**src/hdl/upsdf_pkg.sv**
```systemverilog
`timescale 1ns / 1ps

package upsdf_pkg;

	localparam int PACKET_BYTES = 25;
	localparam int CNT_W = $clog2(PACKET_BYTES);
	localparam logic [CNT_W-1:0] LAST_IDX = CNT_W'(PACKET_BYTES - 1);
	localparam logic [CNT_W-1:0] SUM_IDX = CNT_W'(PACKET_BYTES - 2);

	localparam logic [7:0] DELIM = 8'hFE;
	localparam logic [3:0] TYPE_A = 4'hA;
	localparam logic [3:0] TYPE_B = 4'hB;
	localparam logic [10:0] YEAR_BASE = 11'd1998;
	localparam logic [7:0] XFER_LOW_220 = 8'd150;
	localparam logic [7:0] XFER_LOW_110 = 8'd75;
	localparam logic [1:0] SCHED_FROM_PKT = 2'd3;

	// configuration register index (byte address / 4)
	localparam logic REG_SCHED_MODE = 1'b0;
	localparam logic REG_HOST_WDAY = 1'b1;

	typedef enum logic [1:0] {
		PKT_OK      = 2'd0,
		PKT_CKSUM   = 2'd1,
		PKT_NODELIM = 2'd2,
		PKT_BADTYPE = 2'd3
	} pkt_status_t;

	// fields of one framed packet that the decoder needs
	typedef struct packed {
		pkt_status_t status;
		logic [7:0]  model;
		logic [7:0]  temp;
		logic [23:0] hms;
		logic [15:0] on_time;
		logic [15:0] shut_time;
		logic [6:0]  days_raw;
		logic [7:0]  day_byte;
		logic [7:0]  date_byte;
		logic [7:0]  flag_byte;
	} frame_rec_t;

	typedef struct packed {
		logic       push;
		frame_rec_t rec;
	} q_wr_t;

	typedef struct packed {
		logic       valid;
		frame_rec_t rec;
	} q_rd_t;

endpackage

```
**src/hdl/upsdf_byte_if.sv**
```systemverilog
`timescale 1ns / 1ps

interface upsdf_byte_if;
	logic       valid;
	logic       ready;
	logic [7:0] rx_byte;

	modport source (output valid, output rx_byte, input ready);
	modport sink (input valid, input rx_byte, output ready);
endinterface

```
**src/hdl/upsdf_result_if.sv**
```systemverilog
`timescale 1ns / 1ps

interface upsdf_result_if;
	logic              valid;
	logic              ready;
	logic [1:0]        packet_status;
	logic [7:0]        model_code;
	logic [10:0]       clock_year;
	logic [3:0]        clock_month;
	logic [4:0]        clock_day;
	logic [23:0]       clock_hms;
	logic [7:0]        state_flags;
	logic signed [7:0] temperature_c;
	logic [6:0]        shutdown_days;
	logic [15:0]       power_on_time;
	logic [15:0]       power_off_time;
	logic [7:0]        transfer_low_volts;

	modport source (
		output valid, output packet_status, output model_code, output clock_year,
		output clock_month, output clock_day, output clock_hms, output state_flags,
		output temperature_c, output shutdown_days, output power_on_time,
		output power_off_time, output transfer_low_volts, input ready
	);
	modport sink (
		input valid, input packet_status, input model_code, input clock_year,
		input clock_month, input clock_day, input clock_hms, input state_flags,
		input temperature_c, input shutdown_days, input power_on_time,
		input power_off_time, input transfer_low_volts, output ready
	);
endinterface

```
**src/hdl/upsdf_front.sv**
```systemverilog
`timescale 1ns / 1ps

module upsdf_front (
	input  logic                  clk,
	input  logic                  arst_n,
	upsdf_byte_if.sink            rx,
	input  logic                  q_ready,
	output upsdf_pkg::q_wr_t      q_wr
);

	logic                              hunting_q;
	logic [upsdf_pkg::CNT_W-1:0]       count_q;
	logic [7:0]                        acc_q;
	logic [7:0]                        frame_q [upsdf_pkg::PACKET_BYTES-1];
	logic                              last;
	logic                              take;
	upsdf_pkg::pkt_status_t            status;
	logic [3:0]                        ptype;

	assign last = !hunting_q && (count_q == upsdf_pkg::LAST_IDX);
	// the closing beat needs room in the queue; all other beats flow freely
	assign rx.ready = !last || q_ready;
	assign take = rx.valid && rx.ready;

	assign ptype = frame_q[0][7:4];

	always_comb begin
		if (rx.rx_byte != upsdf_pkg::DELIM) begin
			status = upsdf_pkg::PKT_NODELIM;
		end else if (acc_q != frame_q[upsdf_pkg::PACKET_BYTES-2]) begin
			status = upsdf_pkg::PKT_CKSUM;
		end else if (ptype != upsdf_pkg::TYPE_A && ptype != upsdf_pkg::TYPE_B) begin
			status = upsdf_pkg::PKT_BADTYPE;
		end else begin
			status = upsdf_pkg::PKT_OK;
		end
	end

	always_comb begin
		q_wr.push = take && last;
		q_wr.rec.status = status;
		q_wr.rec.model = frame_q[0];
		q_wr.rec.temp = frame_q[4];
		q_wr.rec.hms = {frame_q[11], frame_q[10], frame_q[9]};
		q_wr.rec.on_time = {frame_q[13], frame_q[14]};
		q_wr.rec.shut_time = {frame_q[15], frame_q[16]};
		q_wr.rec.days_raw = frame_q[17][6:0];
		q_wr.rec.day_byte = frame_q[18];
		q_wr.rec.date_byte = frame_q[19];
		q_wr.rec.flag_byte = frame_q[20];
	end

	always_ff @(posedge clk) begin
		if (take && !hunting_q && !last) begin
			frame_q[count_q] <= rx.rx_byte;
		end
	end

	always_ff @(posedge clk or negedge arst_n) begin
		if (!arst_n) begin
			hunting_q <= 1'b1;
			count_q <= '0;
			acc_q <= '0;
		end else if (take) begin
			if (hunting_q) begin
				if (rx.rx_byte == upsdf_pkg::DELIM) begin
					hunting_q <= 1'b0;
					count_q <= '0;
					acc_q <= '0;
				end
			end else if (last) begin
				count_q <= '0;
				acc_q <= '0;
				if (rx.rx_byte != upsdf_pkg::DELIM) begin
					hunting_q <= 1'b1;
				end
			end else begin
				count_q <= count_q + 1'b1;
				if (count_q < upsdf_pkg::SUM_IDX) begin
					acc_q <= acc_q + rx.rx_byte;
				end
			end
		end
	end

	a_count_range: assert property (@(posedge clk) disable iff (!arst_n)
		count_q <= upsdf_pkg::LAST_IDX)
		else $error("frame byte counter out of range");

	a_resync: assert property (@(posedge clk) disable iff (!arst_n)
		q_wr.push && q_wr.rec.status == upsdf_pkg::PKT_NODELIM |=> hunting_q)
		else $error("missing delimiter did not restart the hunt");

endmodule

```
**src/hdl/upsdf_queue.sv**
```systemverilog
`timescale 1ns / 1ps

module upsdf_queue #(
	parameter int DEPTH = 2
) (
	input  logic             clk,
	input  logic             arst_n,
	input  upsdf_pkg::q_wr_t wr,
	output logic             wr_ready,
	output upsdf_pkg::q_rd_t rd,
	input  logic             pop
);

	localparam int PTR_W = (DEPTH > 1) ? $clog2(DEPTH) : 1;
	localparam int CNT_W = $clog2(DEPTH + 1);
	localparam logic [PTR_W-1:0] PTR_LAST = PTR_W'(DEPTH - 1);
	localparam logic [CNT_W-1:0] CNT_FULL = CNT_W'(DEPTH);

	upsdf_pkg::frame_rec_t mem_q [DEPTH];
	logic [PTR_W-1:0]      wr_ptr_q;
	logic [PTR_W-1:0]      rd_ptr_q;
	logic [CNT_W-1:0]      count_q;
	logic                  do_pop;

	assign wr_ready = (count_q != CNT_FULL);
	assign rd.valid = (count_q != '0);
	assign rd.rec = mem_q[rd_ptr_q];
	assign do_pop = pop && rd.valid;

	always_ff @(posedge clk) begin
		if (wr.push && wr_ready) begin
			mem_q[wr_ptr_q] <= wr.rec;
		end
	end

	always_ff @(posedge clk or negedge arst_n) begin
		if (!arst_n) begin
			wr_ptr_q <= '0;
			rd_ptr_q <= '0;
			count_q <= '0;
		end else begin
			if (wr.push && wr_ready) begin
				wr_ptr_q <= (wr_ptr_q == PTR_LAST) ? '0 : wr_ptr_q + 1'b1;
			end
			if (do_pop) begin
				rd_ptr_q <= (rd_ptr_q == PTR_LAST) ? '0 : rd_ptr_q + 1'b1;
			end
			case ({wr.push && wr_ready, do_pop})
				2'b10:   count_q <= count_q + 1'b1;
				2'b01:   count_q <= count_q - 1'b1;
				default: count_q <= count_q;
			endcase
		end
	end

	a_no_overflow: assert property (@(posedge clk) disable iff (!arst_n)
		wr.push |-> wr_ready)
		else $error("frame pushed into a full queue");

	a_fill_bound: assert property (@(posedge clk) disable iff (!arst_n)
		count_q <= CNT_FULL)
		else $error("queue fill count beyond depth");

endmodule

```
**src/hdl/upsdf_back.sv**
```systemverilog
`timescale 1ns / 1ps

module upsdf_back (
	input  logic              clk,
	input  logic              arst_n,
	input  upsdf_pkg::q_rd_t  rd,
	output logic              pop,
	input  logic [1:0]        schedule_mode,
	input  logic [2:0]        host_weekday,
	upsdf_result_if.source    res
);

	function automatic logic [6:0] rot_days(input logic [6:0] v, input logic [2:0] wd);
		logic [2:0]  r;
		logic [13:0] ext;
		case (wd)
			3'd6:    r = 3'd0;
			3'd7:    r = 3'd1;
			default: r = wd + 3'd1;
		endcase
		ext = {v, v} >> (3'd7 - r);
		return ext[6:0];
	endfunction

	logic        out_valid_q;
	logic        latched_q;
	logic [7:0]  model_q;
	logic        sticky_q;
	logic [6:0]  days_q;
	logic [15:0] on_q;
	logic [15:0] off_q;

	logic        ok;
	logic        sched;
	logic [7:0]  f;
	logic        onbatt;
	logic [7:0]  model_n;
	logic        sticky_n;
	logic [6:0]  days_n;
	logic [15:0] on_n;
	logic [15:0] off_n;

	logic [1:0]  status_q;
	logic [10:0] year_q;
	logic [3:0]  month_q;
	logic [4:0]  day_q;
	logic [23:0] hms_q;
	logic [7:0]  flags_q;
	logic [7:0]  temp_q;
	logic [6:0]  sdays_q;
	logic [15:0] pon_q;
	logic [15:0] poff_q;
	logic [7:0]  xfer_q;
	logic [7:0]  mcode_q;

	assign pop = rd.valid && (!out_valid_q || res.ready);

	assign ok = (rd.rec.status == upsdf_pkg::PKT_OK);
	assign sched = ok && (schedule_mode == upsdf_pkg::SCHED_FROM_PKT);
	assign f = rd.rec.flag_byte;
	assign onbatt = f[5];

	assign model_n = (ok && !latched_q) ? rd.rec.model : model_q;
	assign sticky_n = sticky_q || (ok && f[0]);
	assign days_n = sched ? rot_days(rd.rec.days_raw, host_weekday) : days_q;
	assign on_n = sched ? rd.rec.on_time : on_q;
	assign off_n = sched ? rd.rec.shut_time : off_q;

	always_ff @(posedge clk or negedge arst_n) begin
		if (!arst_n) begin
			out_valid_q <= 1'b0;
			latched_q <= 1'b0;
			model_q <= '0;
			sticky_q <= 1'b0;
			days_q <= '0;
			on_q <= '0;
			off_q <= '0;
		end else begin
			if (pop) begin
				out_valid_q <= 1'b1;
				latched_q <= latched_q || ok;
				model_q <= model_n;
				sticky_q <= sticky_n;
				days_q <= days_n;
				on_q <= on_n;
				off_q <= off_n;
			end else if (res.ready) begin
				out_valid_q <= 1'b0;
			end
		end
	end

	// dropped frames report status and model only
	always_ff @(posedge clk) begin
		if (pop) begin
			status_q <= rd.rec.status;
			mcode_q <= model_n;
			if (ok) begin
				year_q <= 11'(rd.rec.date_byte[3:0]) + upsdf_pkg::YEAR_BASE;
				month_q <= rd.rec.date_byte[7:4];
				day_q <= rd.rec.day_byte[4:0];
				hms_q <= rd.rec.hms;
				flags_q <= {sticky_n, f[6], f[1] && !onbatt, f[7], onbatt, f[4], f[3], f[2]};
				temp_q <= rd.rec.temp;
				sdays_q <= days_n;
				pon_q <= on_n;
				poff_q <= off_n;
				xfer_q <= f[6] ? upsdf_pkg::XFER_LOW_220 : upsdf_pkg::XFER_LOW_110;
			end else begin
				year_q <= '0;
				month_q <= '0;
				day_q <= '0;
				hms_q <= '0;
				flags_q <= '0;
				temp_q <= '0;
				sdays_q <= '0;
				pon_q <= '0;
				poff_q <= '0;
				xfer_q <= '0;
			end
		end
	end

	assign res.valid = out_valid_q;
	assign res.packet_status = status_q;
	assign res.model_code = mcode_q;
	assign res.clock_year = year_q;
	assign res.clock_month = month_q;
	assign res.clock_day = day_q;
	assign res.clock_hms = hms_q;
	assign res.state_flags = flags_q;
	assign res.temperature_c = signed'(temp_q);
	assign res.shutdown_days = sdays_q;
	assign res.power_on_time = pon_q;
	assign res.power_off_time = poff_q;
	assign res.transfer_low_volts = xfer_q;

	a_sticky_holds: assert property (@(posedge clk) disable iff (!arst_n)
		sticky_q |=> sticky_q)
		else $error("output-220V flag dropped");

	a_model_frozen: assert property (@(posedge clk) disable iff (!arst_n)
		latched_q |=> latched_q && model_q == $past(model_q))
		else $error("latched model code changed");

endmodule

```
**src/hdl/ups_status_packet_deframer.sv**
```systemverilog
`timescale 1ns / 1ps

// Channel   Dir  Payload                         Beat
// rx        in   rx_byte[7:0]                    one received serial byte
// res       out  packet_status .. transfer_low   one result per framed packet
// apb       in   paddr[2:0], pwdata/prdata[31:0] schedule_mode (0x0), host_weekday (0x4)
//
// One byte is taken every cycle but when rx stalls; results are queued, then registered.
// The front stalls rx only on a closing byte when the frame queue is full.
// Hunting bytes and mid-frame bytes produce no result.
// Reset: hunt for 0xFE, model not latched, schedule and flags cleared, registers 0.
// A stalled res holds its result; the queue keeps the front running meanwhile.

module ups_status_packet_deframer #(
	parameter int QUEUE_DEPTH = 2
) (
	input  logic           clk,
	input  logic           arst_n,
	upsdf_byte_if.sink     rx,
	upsdf_result_if.source res,
	input  logic           psel,
	input  logic           penable,
	input  logic           pwrite,
	input  logic [2:0]     paddr,
	input  logic [31:0]    pwdata,
	output logic [31:0]    prdata,
	output logic           pready
);

	logic [1:0]       sched_mode_q;
	logic [2:0]       weekday_q;
	upsdf_pkg::q_wr_t q_wr;
	upsdf_pkg::q_rd_t q_rd;
	logic             q_ready;
	logic             pop;

	assign pready = 1'b1;

	always_ff @(posedge clk or negedge arst_n) begin
		if (!arst_n) begin
			sched_mode_q <= '0;
			weekday_q <= '0;
		end else if (psel && penable && pwrite) begin
			case (paddr[2])
				upsdf_pkg::REG_SCHED_MODE: sched_mode_q <= pwdata[1:0];
				upsdf_pkg::REG_HOST_WDAY:  weekday_q <= pwdata[2:0];
				default:                   sched_mode_q <= sched_mode_q;
			endcase
		end
	end

	always_comb begin
		case (paddr[2])
			upsdf_pkg::REG_SCHED_MODE: prdata = {30'b0, sched_mode_q};
			upsdf_pkg::REG_HOST_WDAY:  prdata = {29'b0, weekday_q};
			default:                   prdata = '0;
		endcase
	end

	upsdf_front u_front (
		.clk     (clk),
		.arst_n  (arst_n),
		.rx      (rx),
		.q_ready (q_ready),
		.q_wr    (q_wr)
	);

	upsdf_queue #(
		.DEPTH (QUEUE_DEPTH)
	) u_queue (
		.clk      (clk),
		.arst_n   (arst_n),
		.wr       (q_wr),
		.wr_ready (q_ready),
		.rd       (q_rd),
		.pop      (pop)
	);

	upsdf_back u_back (
		.clk           (clk),
		.arst_n        (arst_n),
		.rd            (q_rd),
		.pop           (pop),
		.schedule_mode (sched_mode_q),
		.host_weekday  (weekday_q),
		.res           (res)
	);

endmodule
```
**src/flat_wrapper.sv**
```systemverilog
// flat-port wrapper written by rule: the top's interface ports become plain ports
module ups_status_packet_deframer_flat 
#(
	parameter int QUEUE_DEPTH = 2
)
  (clk, arst_n, psel, penable, pwrite, paddr, pwdata, prdata, pready, rx_valid, rx_rx_byte, rx_ready, res_valid, res_packet_status, res_model_code, res_clock_year, res_clock_month, res_clock_day, res_clock_hms, res_state_flags, res_temperature_c, res_shutdown_days, res_power_on_time, res_power_off_time, res_transfer_low_volts, res_ready);
  upsdf_byte_if rx_i ();
  upsdf_result_if res_i ();
  input  logic clk;
  input  logic arst_n;
  input  logic psel;
  input  logic penable;
  input  logic pwrite;
  input  logic [2:0] paddr;
  input  logic [31:0] pwdata;
  output logic [31:0] prdata;
  output logic pready;
  input wire logic [$bits(rx_i.valid)-1:0] rx_valid;
  input wire logic [$bits(rx_i.rx_byte)-1:0] rx_rx_byte;
  output wire logic [$bits(rx_i.ready)-1:0] rx_ready;
  output wire logic [$bits(res_i.valid)-1:0] res_valid;
  output wire logic [$bits(res_i.packet_status)-1:0] res_packet_status;
  output wire logic [$bits(res_i.model_code)-1:0] res_model_code;
  output wire logic [$bits(res_i.clock_year)-1:0] res_clock_year;
  output wire logic [$bits(res_i.clock_month)-1:0] res_clock_month;
  output wire logic [$bits(res_i.clock_day)-1:0] res_clock_day;
  output wire logic [$bits(res_i.clock_hms)-1:0] res_clock_hms;
  output wire logic [$bits(res_i.state_flags)-1:0] res_state_flags;
  output wire logic [$bits(res_i.temperature_c)-1:0] res_temperature_c;
  output wire logic [$bits(res_i.shutdown_days)-1:0] res_shutdown_days;
  output wire logic [$bits(res_i.power_on_time)-1:0] res_power_on_time;
  output wire logic [$bits(res_i.power_off_time)-1:0] res_power_off_time;
  output wire logic [$bits(res_i.transfer_low_volts)-1:0] res_transfer_low_volts;
  input wire logic [$bits(res_i.ready)-1:0] res_ready;
  assign rx_i.valid = rx_valid;
  assign rx_i.rx_byte = rx_rx_byte;
  assign rx_ready = rx_i.ready;
  assign res_valid = res_i.valid;
  assign res_packet_status = res_i.packet_status;
  assign res_model_code = res_i.model_code;
  assign res_clock_year = res_i.clock_year;
  assign res_clock_month = res_i.clock_month;
  assign res_clock_day = res_i.clock_day;
  assign res_clock_hms = res_i.clock_hms;
  assign res_state_flags = res_i.state_flags;
  assign res_temperature_c = res_i.temperature_c;
  assign res_shutdown_days = res_i.shutdown_days;
  assign res_power_on_time = res_i.power_on_time;
  assign res_power_off_time = res_i.power_off_time;
  assign res_transfer_low_volts = res_i.transfer_low_volts;
  assign res_i.ready = res_ready;
  ups_status_packet_deframer #(.QUEUE_DEPTH(QUEUE_DEPTH)) u_core (.clk(clk), .arst_n(arst_n), .rx(rx_i), .res(res_i), .psel(psel), .penable(penable), .pwrite(pwrite), .paddr(paddr), .pwdata(pwdata), .prdata(prdata), .pready(pready));
endmodule
```
**config.mk**
```make
export PLATFORM = sky130hd
export DESIGN_NAME = ups_status_packet_deframer_flat
export DESIGN_NICKNAME = d
export VERILOG_FILES = /design/src/hdl/upsdf_pkg.sv /design/src/hdl/upsdf_byte_if.sv /design/src/hdl/upsdf_result_if.sv /design/src/hdl/upsdf_front.sv /design/src/hdl/upsdf_queue.sv /design/src/hdl/upsdf_back.sv /design/src/hdl/ups_status_packet_deframer.sv /design/src/flat_wrapper.sv
export SDC_FILE = /design/constraint.sdc
export NUM_CORES = 1
export LEC_CHECK = 0
export CORE_MARGIN = 10
export CORE_UTILIZATION = 63
export DETAILED_ROUTE_END_ITERATION = 8
export DONT_BUFFER_PORTS = 1
export HOLD_SLACK_MARGIN = 0.06
export PLACE_DENSITY = 0.89
export SYNTH_ARGS = -nofsm -noshare
export SYNTH_HDL_FRONTEND = slang
export SYNTH_SLANG_ARGS = --single-unit
```
**constraint.sdc**
```tcl
create_clock -name clk -period 7 [get_ports clk]
set_clock_uncertainty 0.1 [all_clocks]
set_input_delay 1.4 -clock clk [delete_from_list [all_inputs] [get_ports clk]]
set_output_delay 1.4 -clock clk [all_outputs]
set_load 0.005 [all_outputs]
```
# Yosys cells after proc, flatten, opt, wreduce, memory -nomap -nowiden
# Memory sizes are Yosys's and may differ from the RTL's.
# Cells that the tools add are included.
# W data, S select, Z words.
# totals
wordCells,117
romBits,0
ram_bits,402
regBits,190
out_inout_bits,152
latch_bits,0
mem_count,2
# op_classes
addsub,9
reduce_logical,33
n_eq_ne,13
muxes,30
div,0
bitwise,1
shift,1
magnitude_cmp,1
n_mul,0
# memory_table
memory,words,word_bits,rd,rd_ports_with_merged_regs,write_ports,line_no,rtl
u_core.u_queue.mem_q,2,105,1,0,1,upsdf_queue.sv:19,upsdf_pkg::frame_rec_t mem_q [DEPTH];
u_core.u_front.frame_q,24,8,14,0,1,upsdf_front.sv:14,logic [7:0] frame_q [upsdf_pkg::PACKET_BYTES-1];
# ops
cell,n
$pmux W32 S2,1
$mux W8,6
$mux W16,2
$logic_and A1 B1 Y1,15
$mux W5,3
$shr A14 B3 Y7,1
$mux W1,12
$add A5 B7 Y8 const B,1
$add A8 B8 Y8,1
$eq A8 B8 Y1 const B,1
$ne A4 B4 Y1 const B,2
$ne A8 B8 Y1,1
$ne A8 B8 Y1 const B,1
$mux W7,1
$eq A3 B3 Y1 const B,2
$mux W2,3
$pmux W3 S2,1
$reduce_and A2 Y1,3
$reduce_bool A2 Y1,3
$add A5 B1 Y5 const B,1
$eq A5 B5 Y1 const B,1
$logic_not A1 Y1,5
$lt A5 B5 Y1 const B,1
$eq A2 B2 Y1 const B,2
14 further kinds,18

# Depth between registers and ports, before layout
# Gate-level depths: netlist (run 1).
# depth
ltp_word,9
ltp_mapped,10
depth_no_buf,8

# Modules after synthesis
# A second synthesis (run 1) with hierarchy kept.
# unflattened
hier_cells,1147
area_unflattened_um2,19751.4
# by_module_without_submodules
module,cells_each,instances,area_per_inst_um2
upsdf_queue,344,1,7931.4
upsdf_back,498,1,6713.9
upsdf_front,258,1,4625.7
ups_status_packet_deframer,47,1,480.5

# Worst setup path before layout (run 1)
# OpenSTA, ideal clock, no wires.
# synth_path
path_kind,input to register
start,input rx_valid
end,"memory u_core.u_queue.mem_q[0][0] in the netlist's numbering, enable pin"
stages,3
setup_slack_ns,0.353
arrival_time_ns,5.983
t_required_ns,6.336
path_cell_list,nor2b_1 nand3_1 nor2_1
# synth_between
elab_chain_cells,5
# synth_rtl
element,line_no,rtl
"start, declared",flat_wrapper.sv:18,input wire logic [$bits(rx_i.valid)-1:0] rx_valid;
$logic_and A1 B1 Y1,upsdf_front.sv:23,assign take = rx.valid && rx.ready;
$logic_and A1 B1 Y1,upsdf_front.sv:40,q_wr.push = take && last;
$logic_and A1 B1 Y1,upsdf_queue.sv:31,if (wr.push && wr_ready) begin
$mux W1,upsdf_queue.sv:31,
$mux W1 (implied by the code),upsdf_queue.sv:32,mem_q[wr_ptr_q] <= wr.rec;
"end, declared",upsdf_queue.sv:19,
# No other way between the ends.

# Final worst setup path (run 1)
# layout_path
start,register u_core.u_front.count_q[1] in the netlist's numbering
end,"memory u_core.u_queue.mem_q[1][85] in the netlist's numbering, enable pin"
# layout_between
elab_chain_cells,9
# layout_rtl
element,line_no,rtl
"start, declared",upsdf_front.sv:12,logic [upsdf_pkg::CNT_W-1:0] count_q;
"start signal, assigned",upsdf_front.sv:78,count_q <= count_q + 1'b1;
$eq A5 B5 Y1 (*),upsdf_front.sv:20,assign last = !hunting_q && (count_q == upsdf_pkg::LAST_IDX);
$logic_and A1 B1 Y1 (*),upsdf_front.sv:20,
$logic_not A1 Y1,upsdf_front.sv:22,assign rx.ready = !last || q_ready;
$logic_or A1 B1 Y1,upsdf_front.sv:22,
$logic_and A1 B1 Y1,upsdf_front.sv:23,
$logic_and A1 B1 Y1 (*),upsdf_front.sv:40,
$logic_and A1 B1 Y1 (*),upsdf_queue.sv:31,
$mux W1 (*),upsdf_queue.sv:31,
$mux W1 (implied by the code) (*),upsdf_queue.sv:32,
# Mark *: on every way between the ends. The rest lies on a longest branch, timed or not.

==> results of run 1 <==
## critical path: stages, from the launching register on
cell and delay (ps):
dfrtp_1 430, inv_1 120, ha_1 190, and4b_1 300, nand3_1 310, nor2_4 820
buf_4 890
## final cells by class
class                   instances  area [sq um]  area share
multi-input cells             587          3880       0.190
well taps                     390           488      0.0240
repair buffers                  9          67.6     0.00332
clock inverters                15           176     0.00866
clock buffers                  66          1340      0.0657
flip-flops and latches        490         14400       0.705
inverters                      15          63.8     0.00313
## cell families after synthesis
kind of cell    share of synthesized area
flops                               0.767
buf+inv                            0.0331
mux                                0.0641
other cells                      0.000401
fa+ha+maj                          0.0118
simple gates                       0.0587
xor+xnor                          0.00749
compound gates                     0.0573
## per-stage QoR
stage	hold slack [ps]	area (sq um)
4_1_cts	341	20400
3_5_place_dp	329	18900
3_3_place_gp	322	18900
5_1_grt	347	20400
6_report	341	20400
2_1_floorplan	321	18800
## flip-flops by register name, summed over array words and instances, names as in the netlist, 5 cells and up
name	count
u_core.u_back.model_q	8
u_core.u_queue.mem_q	204
u_core.u_back.res.clock_hms	24
u_core.u_back.res.power_off_time	16
u_core.u_back.res.temperature_c	8
u_core.u_back.res.shutdown_days	7
u_core.u_back.res.model_code	8
u_core.u_back.res.clock_year	6
u_core.u_back.off_q	16
u_core.u_back.res.state_flags	8
u_core.u_front.count_q	5
u_core.u_back.on_q	16
u_core.u_back.res.power_on_time	16
u_core.u_back.res.clock_day	5
u_core.u_back.days_q	7
u_core.u_front.acc_q	8
u_core.u_front.frame_q	108
## report_power, final
group / switching [mW] / internal, mW / total (mW)
registers: 0.475 / 3.80 / 4.27
logic: 0.863 / 0.571 / 1.43
clock network: 0.990 / 1.47 / 2.46
total: 2.33 / 5.84 / 8.17
## placed cells by master (no fill, tap or decap), types with 4 or more instances in the layout
cell type / synthesis / final
nand3_1: 5 / 5
xnor2_1: 4 / 4
nand4b_1: 4 / 4
mux2_2: 15 / 15
a211oi_1: 36 / 36
clkbuf_8: 2 / 9
o22ai_1: 6 / 6
o31a_1: 4 / 4
nand2b_1: 10 / 10
dfrtp_1: 72 / 71
nor2_1: 117 / 115
edfxtp_1: 417 / 417
conb_1: 2 / 32
mux2i_1: 97 / 97
a21oi_1: 30 / 30
o21ai_0: 44 / 44
and2_1: 12 / 11
nand2_1: 66 / 66
clkbuf_1: 17 / 10
buf_4: 43 / 9
inv_1: 14 / 14
mux2_4: 4 / 4
clkbuf_16: 0 / 47
clkinv_2: 0 / 8
bufinv_16: 0 / 4
o21ai_1: 18 / 18
xor2_1: 12 / 12
ha_1: 16 / 16
## final timing paths
| kind | slack, ps | from | depth (start not counted) | end |
|---|---|---|---|---|
| max in group asynchronous | 6150 | arst_n | 0 | u_core.u_front.hunting_q |
| setup reg to reg | 3340 | u_core.u_front.count_q[1] | 6 | u_core.u_queue.mem_q[1][85] |
| min in group asynchronous | 450 | arst_n | 0 | u_core.u_back.days_q[2] |
| hold reg to reg | 340 | u_core.u_front.frame_q[15][3] | 0 | u_core.u_queue.mem_q[1][42] |
| hold / removal | 340 | u_core.u_front.frame_q[15][3] | 0 | u_core.u_queue.mem_q[1][42] |
| setup / recovery | 3340 | u_core.u_front.count_q[1] | 6 | u_core.u_queue.mem_q[1][85] |
## metal layers
metal / GRT usage / share of wire / vias up
met5: 0 / 0 / -
met4: 0.0787 / 0.033 / 0
met3: 0.0410 / 0.082 / 92
met2: 0.331 / 0.51 / 434
met1: 0.238 / 0.37 / 4699
li1: - / - / 4219
==> results_dict.tcl, run 1 <==
set metrics [dict create \
    avgSynthCellArea_sq_um 16.3 \
    final_layout_size_suffix_gt1_frac 0.0998 \
    slew_headroom 0.245 \
    post_cts_resized 0 \
    setup-violations-final 0 \
    async_reset_ff_frac 0.149 \
    rsz0062_at_grt "false" \
    synth_area_leaders "edfxtp_1 (67%), dfrtp_1 (9.6%), mux2i_1 (5.2%), nor2_1 (2.3%), buf_4 (1.7%)" \
    cts_max_level 2 \
    clock_latency_ps 530 \
    mappedNetlistArea_sq_um 18700 \
    globalRouteOverflowTotal 0 \
    final_cells 1572 \
    path_class "flip-flop to flip-flop" \
    synth-seq-area-share 0.767 \
    detail-route-antenna-nets 0 \
    io_buffers 0 \
    path_max_fanout 74 \
    cts.clk_slew.worst_paths_ps 60 \
    fin_util 0.691 \
    start_kind "flip-flop" \
    die_area_sq_um 37000 \
    synthCells 1148 \
    worst_slack_ps 3340 \
    ir_worst_vdd_mv 0.211 \
    p_per_area_nw_per_um2 401 \
    synth.distinct_cells 64 \
    slew_violations 0 \
    tightest_slew_ps 1130 \
    io_pins 202 \
    placed_cells 1491 \
    fp.coreArea_sq_um 29500 \
    grtUsageTotal 0.194 \
    drt-vias-per-instance 6.01 \
    gp_congestion 0.897 \
    antenna_found_initial 0 \
    cts_hold_buffers 0 \
    p_total_mw 8.17 \
    clock-root-buffer "clkbuf_16" \
    post-cts-setup-buffers 0 \
    dr.first_iter.drc_count 926 \
    drc 0 \
    grt_pass1_wl_mm 55.1 \
    cap_violations 0 \
    worstPathArrival_ps 3710 \
    endpoint_kind "flip-flop" \
    synth_edf_count 417 \
    required_ps 7050 \
    yosysTopAreaCell "edfxtp_1" \
    nets 1215 \
    synth.most_common_cell "edfxtp_1" \
    preCtsSetupSlack_ps 2810 \
    vias 9444 \
    period_share 0.523 \
    synth-seq-cells 490 \
    wl_per_cell_microns 23.1 \
    n_fill_cell 1726 \
    dr.pass1.iters 6 \
    cts.sinks 490 \
    cts_buffers 45 \
    cts_tree "done" \
    min_path_type "flip-flop to flip-flop" \
    dp_hpwl_mm 21.3 \
    fin_tns_setup_ps 0 \
    die_w_microns 192 \
    fmax_mhz 273 \
    synthTopCellsByCount "edfxtp_1 (417), nor2_1 (117), mux2i_1 (97)" \
    n_antenna_cell 0 \
    fin_crit_ps 3660 \
    p_leak_nw 7.33 \
    die_y_microns 192 \
    clockBufferDepth 3 \
    grt_pass1_vias 9519 \
    status "completed" \
    grt_max_degree 87 \
    hold_viol_final 0 \
    initial_core_util 0.634 \
    finalWirelength_mm 36.3 \
    yosysWarningCount 0 \
    num_rows 63 \
    areaGrowthSynthToFinish_pct 8.88 \
    synth_top_area_frac 0.669 \
    ys.flop_type "edfxtp_1" \
]
Power figures use the tool's default switching activity.
==> run 2: changes to the inputs <==
ABC_AREA = 1   (was default)
CORE_UTILIZATION = 57   (was 63)
PLACE_DENSITY = 0.85   (was 0.89)
clock period = 3.3 ns   (was 7 ns; I/O delays follow)
==> results_dict.tcl, run 2 <==
set metrics [dict create \
    status "completed" \
    synth-seq-cells 490 \
    wl_per_cell_microns 20.0 \
    synth_area_leaders "edfxtp_1 (67%), dfrtp_1 (9.7%), nand2_1 (5.5%), nor2_1 (2.6%), o21ai_0 (2.0%)" \
    antenna_found_initial 0 \
    endpoint_kind "output pin" \
    num_rows 66 \
    post_cts_resized 0 \
    final_layout_size_suffix_gt1_frac 0.0808 \
    largest_reg_flops 204 \
    cap_violations 0 \
    synthCells 1370 \
    cts_hold_buffers 2 \
    die_w_microns 200 \
    synth_top_area_frac 0.675 \
    layout_common_cells "edfxtp_1 (417), nand2_1 (272), nor2_1 (127)" \
    path_max_fanout 4 \
    cts_max_level 2 \
    synth.most_common_cell "edfxtp_1" \
    setup-violations-final 0 \
    io_pins 202 \
    final_common_cell "edfxtp_1" \
    yosysWarningCount 0 \
    die_area_sq_um 40200 \
    n_antenna_cell 0 \
    nets 1454 \
    fp.coreArea_sq_um 32300 \
    detail-route-antenna-nets 0 \
    clock-root-buffer "clkbuf_16" \
    dr.pass1.iters 5 \
    mappedNetlistArea_sq_um 18600 \
    vias 10400 \
    period_share 0.892 \
    switching_share 0.302 \
    post-cts-setup-buffers 0 \
    seq_area_sq_um 14400 \
    min_path_type "input port to flip-flop" \
    drt-vias-per-instance 5.56 \
    initial_core_util 0.575 \
    path_class "flip-flop to output pin" \
    clock_latency_ps 550 \
    gp_congestion 0.881 \
    final_cells 1865 \
    slew_violations 0 \
    seqPwrFrac 0.525 \
    slowest_delay_ps 410 \
    worstPathArrival_ps 2180 \
    n_fill_cell 2186 \
    fmax_mhz 340 \
    start_kind "flip-flop" \
    rsz0062_at_grt "false" \
    cts.sinks 490 \
    cts_tree "done" \
    grt_pass1_wl_mm 57.8 \
    crit_slowest_cell "dfrtp_1" \
    io_buffers 0 \
    p_leak_nw 7.49 \
    clockBufferDepth 3 \
    cellInternalPower_mw 11.5 \
    fin_util 0.632 \
    synth-seq-area-share 0.773 \
    dr.first_iter.drc_count 1026 \
    critPathCapture "rx_ready" \
    async_reset_ff_frac 0.149 \
    die_y_microns 200 \
    synth.distinct_cells 36 \
    fin_crit_ps 2940 \
    regToRegSetupSlack_ps 440 \
    grtUsageTotal 0.180 \
    fin_area_sq_um 20400 \
    setup.worst_path.start "u_core.u_front.count_q[0]" \
    use_met2 0.314 \
    placed_cell_area_sq_um 19000 \
    avgSynthCellArea_sq_um 13.5 \
    required_ps 2540 \
    top_register "u_core.u_queue.mem_q" \
    yosysTopAreaCell "edfxtp_1" \
    tightest_slew_ps 902 \
    finalWirelength_mm 37.3 \
    areaGrowthSynthToFinish_pct 10.0 \
    placed_cells 1779 \
    dp_hpwl_mm 22.1 \
    drc 0 \
    grt.met3_usage 0.0395 \
    busiest_layer "met2" \
    globalRouteOverflowTotal 0 \
    use_met1 0.215 \
    p_clk_frac 0.293 \
    power_frac_comb 0.182 \
    synthTopCellsByCount "edfxtp_1 (417), nand2_1 (274), nor2_1 (129)" \
    regToRegEndpoint "u_core.u_queue.count_q[1]" \
    grt_max_degree 79 \
    fin_tns_setup_ps 0 \
    grt_pass1_vias 10400 \
    cts.clk_slew.worst_paths_ps 60 \
    hold_viol_final 0 \
    r2r_cells 12 \
    synth_edf_count 417 \
    slew_headroom 0.399 \
    r2r_start "u_core.u_front.count_q[0]" \
    ir_worst_vdd_mv 0.426 \
    p_per_area_nw_per_um2 806 \
    cts_buffers 46 \
    switchingPower_mw 4.96 \
    multi_input_area_sq_um 3650 \
    crit_chain "inv_1 > ha_1 > nand4_1 > nor2_1 > nand3_1" \
    hold_ws_ps 112 \
    ys.flop_type "edfxtp_1" \
]
==> run 2: through the flow <==
stage                     power [mW]  setup WS (ps)
after global placement          11.5            629
final                           16.5            356
after detailed placement        11.7            526
after CTS                       16.6            419
after global routing            17.3            208
after floorplan                 10.8           11.9
==> run 2: worst min-delay path by stage <==
stage / start / to / slack, ps / cells past startpoint
after floorplan: arst_n / u_core.sched_mode_q[0] / 260 / 0
after global placement: arst_n / u_core.u_back.on_q[3] / 270 / 0
after detailed placement: arst_n / u_core.u_back.on_q[3] / 270 / 0
after CTS: rx_rx_byte[7] / u_core.u_front.frame_q[13][7] / 100 / 0
after global routing: rx_rx_byte[1] / u_core.u_front.frame_q[14][1] / 90 / 0
final: rx_rx_byte[1] / u_core.u_front.frame_q[14][1] / 110 / 0
==> run 2: logic make-up after synthesis <==
kind of cell	share of synthesized area
DFF	0.773
AOI/OAI and AO/OA	0.0508
muxes	0.00654
adders and majority gates	0.0119
other	0.000405
and+or+nand+nor	0.111
xor gates and xnor gates	0.00802
buffers and inverters	0.0381
==> run 2: final cells by class <==
type                       instances  share of cell area
clock buffer                      61              0.0596
sequential                       490               0.703
tap                              442              0.0271
multi-input combinational        769               0.179
inverter                          50             0.00919
clock inverter                    23             0.00760
timing repair buffer              30              0.0146
==> run 2: critical path, delay by kind of cell (launching register included) <==
kind	cells	cell delay, ps
fa+ha+maj	1	220
buf+inv	1	140
flops	1	410
simple gates	3	880
==> run 2: per-layer routing <==
metal | part of all wire | vias to the layer above
met2 | 0.52 | 443
met5 | 0 | -
li1 | - | 4763
met4 | 0.032 | 0
met3 | 0.073 | 83
met1 | 0.38 | 5085
==> run 2: power by group through the flow <==
stage | combinational, mW | clock [mW] | sequential (mW)
finish | 2.99 | 4.83 | 8.64
global route | 3.35 | 5.17 | 8.76
CTS | 2.99 | 4.89 | 8.69
detailed placement | 2.92 | 0 | 8.81
global placement | 2.77 | 0 | 8.75
floorplan | 2.31 | 0 | 8.48
